==> config.mk <==
export PLATFORM = sky130hd
export DESIGN_NAME = lru_age_rank_preload_cache
export DESIGN_NICKNAME = d
export VERILOG_FILES = /design/src/hw/rtl/lrac_pkg.sv /design/src/hw/rtl/lrac_cell.sv /design/src/hw/rtl/lru_age_rank_preload_cache.sv
export SDC_FILE = /design/constraint.sdc
export NUM_CORES = 2
export LEC_CHECK = 0
export CORE_MARGIN = 2
export CORE_UTILIZATION = 30
export CTS_CLUSTER_DIAMETER = 100
export DETAILED_ROUTE_END_ITERATION = 8
export DONT_BUFFER_PORTS = 1
export GPL_TIMING_DRIVEN = 0
export PLACE_DENSITY = 0.4
export SYNTH_ARGS = -nofsm -noshare
export SYNTH_HDL_FRONTEND = slang
export SYNTH_SLANG_ARGS = --single-unit
==> constraint.sdc <==
create_clock -name clk -period 6.18 [get_ports clk]
set_input_delay 0.927 -clock clk [delete_from_list [all_inputs] [get_ports clk]]
set_output_delay 0.927 -clock clk [all_outputs]
set_load 0.05 [all_outputs]
==> src/hw/rtl/lrac_pkg.sv <==
// Shared types and constants for the LRU age-rank key cache.
// Used by lrac_cell and lru_age_rank_preload_cache; no dependencies.
package lrac_pkg;

  // Width of the key and evicted-key ports.
  localparam int KEY_W  = 16;
  // Rank and slot-index fields hold values up to 63, enough for up to 64 entries.
  localparam int RANK_W = 6;

  // FSM states of the top-level sequencer.
  typedef enum logic [1:0] {
    ST_IDLE,
    ST_SWEEP,
    ST_COMMIT
  } state_t;

  // Lookup beat that moves down the cell chain, one cell per cycle.
  typedef struct packed {
    logic              active;
    logic [KEY_W-1:0]  key;
    logic              hit;
    logic [RANK_W-1:0] pivot;
    logic              free_found;
    logic [RANK_W-1:0] free_idx;
    logic              ev_found;
    logic [RANK_W-1:0] ev_idx;
    logic [KEY_W-1:0]  ev_key;
  } sweep_t;

  // Update command broadcast to every cell at the end of a lookup.
  typedef struct packed {
    logic              en;
    logic              hit;
    logic [RANK_W-1:0] pivot;
    logic [RANK_W-1:0] slot;
    logic [KEY_W-1:0]  key;
  } update_t;

endpackage

==> src/hw/rtl/lrac_cell.sv <==
// One cache entry: valid, key and age rank, plus one stage of the lookup chain.
// Depends on lrac_pkg (sweep_t, update_t).
module lrac_cell #(
  parameter int ENTRIES = 20,
  parameter int SKW     = 16,
  parameter int IDX     = 0
) (
  input  logic             clk,
  input  logic             rst,
  input  lrac_pkg::sweep_t sw_in,
  output lrac_pkg::sweep_t sw_out,
  input  lrac_pkg::update_t upd
);

  localparam int AW = $clog2(ENTRIES);

  logic           valid;
  logic [SKW-1:0] key;
  logic [AW-1:0]  age;

  lrac_pkg::sweep_t sw_next;
  logic             match_sw;
  logic             match_upd;
  logic             is_slot;
  logic             younger;

  assign match_sw  = valid && (key == sw_in.key[SKW-1:0]);
  assign match_upd = valid && (key == upd.key[SKW-1:0]);
  assign is_slot   = (upd.slot == lrac_pkg::RANK_W'(IDX));
  assign younger   = age < upd.pivot[AW-1:0];

  always_comb begin
    sw_next = sw_in;
    if (sw_in.active) begin
      if (match_sw) begin
        sw_next.hit   = 1'b1;
        sw_next.pivot = lrac_pkg::RANK_W'(age);
      end
      if (!valid && !sw_in.free_found) begin
        sw_next.free_found = 1'b1;
        sw_next.free_idx   = lrac_pkg::RANK_W'(IDX);
      end
      if (valid && (age == AW'(ENTRIES - 1)) && !sw_in.ev_found) begin
        sw_next.ev_found = 1'b1;
        sw_next.ev_idx   = lrac_pkg::RANK_W'(IDX);
        sw_next.ev_key   = lrac_pkg::KEY_W'(key);
      end
    end
  end

  always_ff @(posedge clk) begin
    if (rst) begin
      sw_out <= '0;
    end else begin
      sw_out <= sw_next;
    end
  end

  // Entry state update
  always_ff @(posedge clk) begin
    if (rst) begin
      valid <= 1'b0;
    end else if (upd.en) begin
      if (upd.hit) begin
        if (match_upd) begin
          age <= '0;
        end else if (valid && younger) begin
          age <= age + AW'(1);
        end
      end else begin
        if (is_slot) begin
          valid <= 1'b1;
          key   <= upd.key[SKW-1:0];
          age   <= '0;
        end else if (valid) begin
          age <= age + AW'(1);
        end
      end
    end
  end

endmodule

==> src/hw/rtl/lru_age_rank_preload_cache.sv <==
// A lookup passes through each cell register, then the summary and result registers.
// The lookup walks the cell chain one cell per cycle, then the commit state updates
//   every cell at once; no new request is taken until the sequencer is back in idle.
// A new request is taken while a finished result still waits on out_stall.
// Reset: synchronous, active high; clears all valid bits and the handshake state.
// Depends on lrac_pkg and lrac_cell.
module lru_age_rank_preload_cache #(
  parameter int ENTRIES  = 20,
  parameter int KEY_BITS = 16
) (
  input  logic                       clk,
  input  logic                       rst,
  input  logic                       in_valid,
  output logic                       in_stall,
  input  logic [lrac_pkg::KEY_W-1:0] request_key,
  output logic                       out_valid,
  input  logic                       out_stall,
  output logic                       hit,
  output logic                       load_needed,
  output logic                       evict_valid,
  output logic [lrac_pkg::KEY_W-1:0] evict_key
);

  // Stored key width: only the low KEY_BITS of the 16-bit key take part, capped at 16.
  localparam int SKW = (KEY_BITS < lrac_pkg::KEY_W) ? KEY_BITS : lrac_pkg::KEY_W;

  lrac_pkg::state_t  state, state_next;
  lrac_pkg::sweep_t  chain [ENTRIES+1];
  lrac_pkg::sweep_t  res;
  lrac_pkg::update_t upd;
  logic              out_free;
  logic              accept;
  logic              evict_now;

  // Output slot can take a new beat this cycle.
  assign out_free = !out_valid || !out_stall;
  assign accept   = in_valid && !in_stall;

  // Launch beat into the head of the chain.
  always_comb begin
    chain[0]            = '0;
    chain[0].active     = accept;
    chain[0].key        = lrac_pkg::KEY_W'(request_key[SKW-1:0]);
  end

  // Chain of entry cells; each cell checks the beat against its entry and
  // passes it on through its output register.
  for (genvar g = 0; g < ENTRIES; g++) begin : g_cell
    lrac_cell #(
      .ENTRIES (ENTRIES),
      .SKW     (SKW),
      .IDX     (g)
    ) u_cell (
      .clk    (clk),
      .rst    (rst),
      .sw_in  (chain[g]),
      .sw_out (chain[g+1]),
      .upd    (upd)
    );
  end

  // Sequencer: next state
  always_comb begin
    state_next = state;
    case (state)
      lrac_pkg::ST_IDLE: begin
        if (in_valid) state_next = lrac_pkg::ST_SWEEP;
      end
      lrac_pkg::ST_SWEEP: begin
        if (chain[ENTRIES].active) state_next = lrac_pkg::ST_COMMIT;
      end
      lrac_pkg::ST_COMMIT: begin
        if (out_free) state_next = lrac_pkg::ST_IDLE;
      end
      default: state_next = lrac_pkg::ST_IDLE;
    endcase
  end

  always_ff @(posedge clk) begin
    if (rst) begin
      state <= lrac_pkg::ST_IDLE;
    end else begin
      state <= state_next;
    end
  end

  // Captured lookup summary from the tail of the chain.
  always_ff @(posedge clk) begin
    if (chain[ENTRIES].active) begin
      res <= chain[ENTRIES];
    end
  end

  // A miss evicts only when no slot is free; the evicted slot then takes the key.
  assign evict_now = !res.hit && res.ev_found && !res.free_found;

  // Sequencer: outputs
  always_comb begin
    in_stall  = (state != lrac_pkg::ST_IDLE);
    upd.en    = (state == lrac_pkg::ST_COMMIT) && out_free;
    upd.hit   = res.hit;
    upd.pivot = res.pivot;
    upd.slot  = res.free_found ? res.free_idx : res.ev_idx;
    upd.key   = res.key;
  end

  // Result register
  always_ff @(posedge clk) begin
    if (rst) begin
      out_valid <= 1'b0;
    end else if (upd.en) begin
      out_valid <= 1'b1;
    end else if (!out_stall) begin
      out_valid <= 1'b0;
    end
  end

  always_ff @(posedge clk) begin
    if (upd.en) begin
      hit         <= res.hit;
      load_needed <= !res.hit;
      evict_valid <= evict_now;
      evict_key   <= evict_now ? res.ev_key : '0;
    end
  end

endmodule
==> reports/qor.yml <==
status: "finished with violations"
violations: "capacitance limit, slew limit"
placed_cell_area_mm2: 0.0612
top_layer_used: "met4"
ios: 41
clk_latency_ps: 820
tns_ps: 0
syn2layout_area_growth_pct: 17.1
critPathArrivalTime_ps: 5420
grt_start_max_net_pins: 53
worst_pin_slew_ps: 1510
synth_area_leaders: "dfxtp_1, edfxtp_1, xor2_1, nor2b_1, a21oi_1"
synth.most_common_cell: "dfxtp_1"
fin_nets: 5499
cts_setup_buffers: 0
layout-drive-gt1-share_pct: 7.43
ant_nets: 0
final-setup-viol-count: 0
cts_buffers: 163
cts.path.max_buffers: 3
criticalPathCategory: "reg -> reg"
met3_length_um: 12800
p_total_mw: 19.9
synth_cells: 5163
tritoncts: "built"
rsz0062_at_grt: "false"
final_area_mm2: 0.0665
synth_common_cells: "dfxtp_1, edfxtp_1, xor2_1"
hp-class: "in -> reg"
fin_crit_sh_pct: 81.1
viasPerCell: 4.90
ys_ff_latch: 1470
report.final.slew_viol_count: 10
die_h_um: 439
hold_viol: 0
cts_root_buffer: "clkbuf_16"
ys_warn_count: 0
dpl.hpwl_um: 181000
drc: 0
grt_first_pass_wirelength_um: 324000
synth_edf_count: 489
slew_headroom_pct: -0.343
end_kind: "flop"
cts_resized: 0
wire_per_inst_um: 29.8
ys_seq_area_share_pct: 60.5
final_cells: 8016
post-synth-top-area-fraction_pct: 34.6
clkTransAtPathRegs_ps: 60
wl_met2_um: 110000
grtUsageTotal_pct: 24.5
powerDensity_mw_per_mm2: 300
synth_ff_type: "dfxtp_1"
synth_largest_area_cell: "dfxtp_1"
cts.sinks: 1470
maxCapViolations: 2
syn_nets: 5283
drt_first_iter_violations: 3531
totalWireLength_um: 239000
cp_max_fo: 21
coreArea_mm2: 0.188
vias: 39300
start_kind: "flop"
yosysUniqueCellTypes: 57
grt_pass1_vias: 39400
gp_congestion: 0.879
critPathRequiredTime_ps: 6590
holdWs_ps: 253
die_w_um: 439
synth_area_mm2: 0.0568
ctsHoldBuffers: 0
port_buffers: 0
ir_drop_mv: 0.179
syn_avg_cell_area_um2: 11.0
grt-ovfl-total: 0
utilization_pct: 35.4
layout_min_cycle_time_ps: 5010
htree_levels: 4
p_leak_nw: 23.3
final_critical_path_setup_slack_ps: 1170
preCtsSetupSlack_ps: 469
initial_core_util_pct: 30.2
num_rows: 159
met1Wirelength_um: 110000
finClkSkew_ps: 35.8
dr.pass1.iters: 5
async_reset_ff_share_pct: 0
die_area_mm2: 0.193
clock.fmax_mhz: 199
placed_cells: 7708
antenna_found_initial: 26
## sequential cells by signal (all words and copies together) (netlist names)
| name | count |
|---|---|
| g_cell.u_cell.sw_out | 958 |
| g_cell.u_cell.key | 320 |
| g_cell.u_cell.age | 100 |
| res | 50 |
| g_cell.u_cell.valid | 20 |
| evict_key | 16 |
| state | 2 |
| evict_valid | 1 |
| hit | 1 |
| load_needed | 1 |
| out_valid | 1 |
## metal layers
layer | up-vias | track usage [%]
met5 | - | 0
met4 | 0 | 6.71
met3 | 302 | 3.79
met2 | 1200 | 39.4
met1 | 19700 | 34.0
li1 | 18100 | -
## cell usage in the layout (no fill, tap or decap), drive strengths merged, types with 100 or more instances in the layout
| cell type | Yosys | layout |
|---|---|---|
| nor2b | 364 | 364 |
| xnor2 | 221 | 221 |
| edfxtp | 489 | 489 |
| nand3 | 187 | 187 |
| a21oi | 409 | 409 |
| buf | 61 | 112 |
| nand2 | 474 | 474 |
| nor2 | 434 | 434 |
| xor2 | 479 | 479 |
| clkbuf | 142 | 391 |
| o21ai | 129 | 129 |
| dfxtp | 981 | 981 |
| ha | 100 | 100 |
## critical path, cell delays in order (launching register included)
cell and delay [ps]:
dfxtp_1 470, nand2_1 250, nand2b_1 270, inv_1 870, nand2b_1 740, or3_1 520, clkbuf_1 510, nor2_2 950
## layout make-up
type / count / area [µm²]
antenna: 3 / 7.51
buffer: 203 / 881
clock buffer: 249 / 4820
clock inverter: 55 / 445
fill: 19100 / 122000
inverter: 69 / 259
multi-input combinational: 3421 / 21400
sequential: 1470 / 34300
tap: 2495 / 3120
timing repair buffer: 51 / 1210
## logic make-up (layout without fill, tap and decap cells)
| family | after synthesis | after routing | synth area share, % |
|---|---|---|---|
| AO/OA/AOI/OAI | 648 | 648 | 6.26 |
| XOR/XNOR | 700 | 700 | 10.8 |
| adder cells (fa/ha/maj) | 100 | 100 | 2.20 |
| buffers and inverters | 272 | 627 | 1.97 |
| flip-flops | 1470 | 1470 | 60.5 |
| multiplexers | 82 | 82 | 1.45 |
| other | 0 | 3 | 0 |
| AND/OR/NAND/NOR | 1891 | 1891 | 16.9 |
## power breakdown
part	internal [mW]	total [mW]	leakage [nW]	switching [mW]
combinational	0.0436	0.294	8.32	0.250
sequential	9.94	9.96	12.4	0.0241
clock	5.52	9.67	2.61	4.15
total	15.5	19.9	23.3	4.43
## path summary, 6_finish.rpt
path                                           start                                     end  slack (ps)  cells after the start
max                           out_valid$_SDFFE_PP0P_     g_cell[15].u_cell.key[10]$_DFFE_PP_        1170                      7
min                                  request_key[12]  g_cell[0].u_cell.sw_out[49]$_SDFF_PP0_         250                      1
max reg2reg                   out_valid$_SDFFE_PP0P_     g_cell[15].u_cell.key[10]$_DFFE_PP_        1170                      7
min reg2reg  g_cell[19].u_cell.sw_out[39]$_SDFF_PP0_                       res[39]$_DFFE_PP_         400                      0
(Power assumes the default switching activity.)
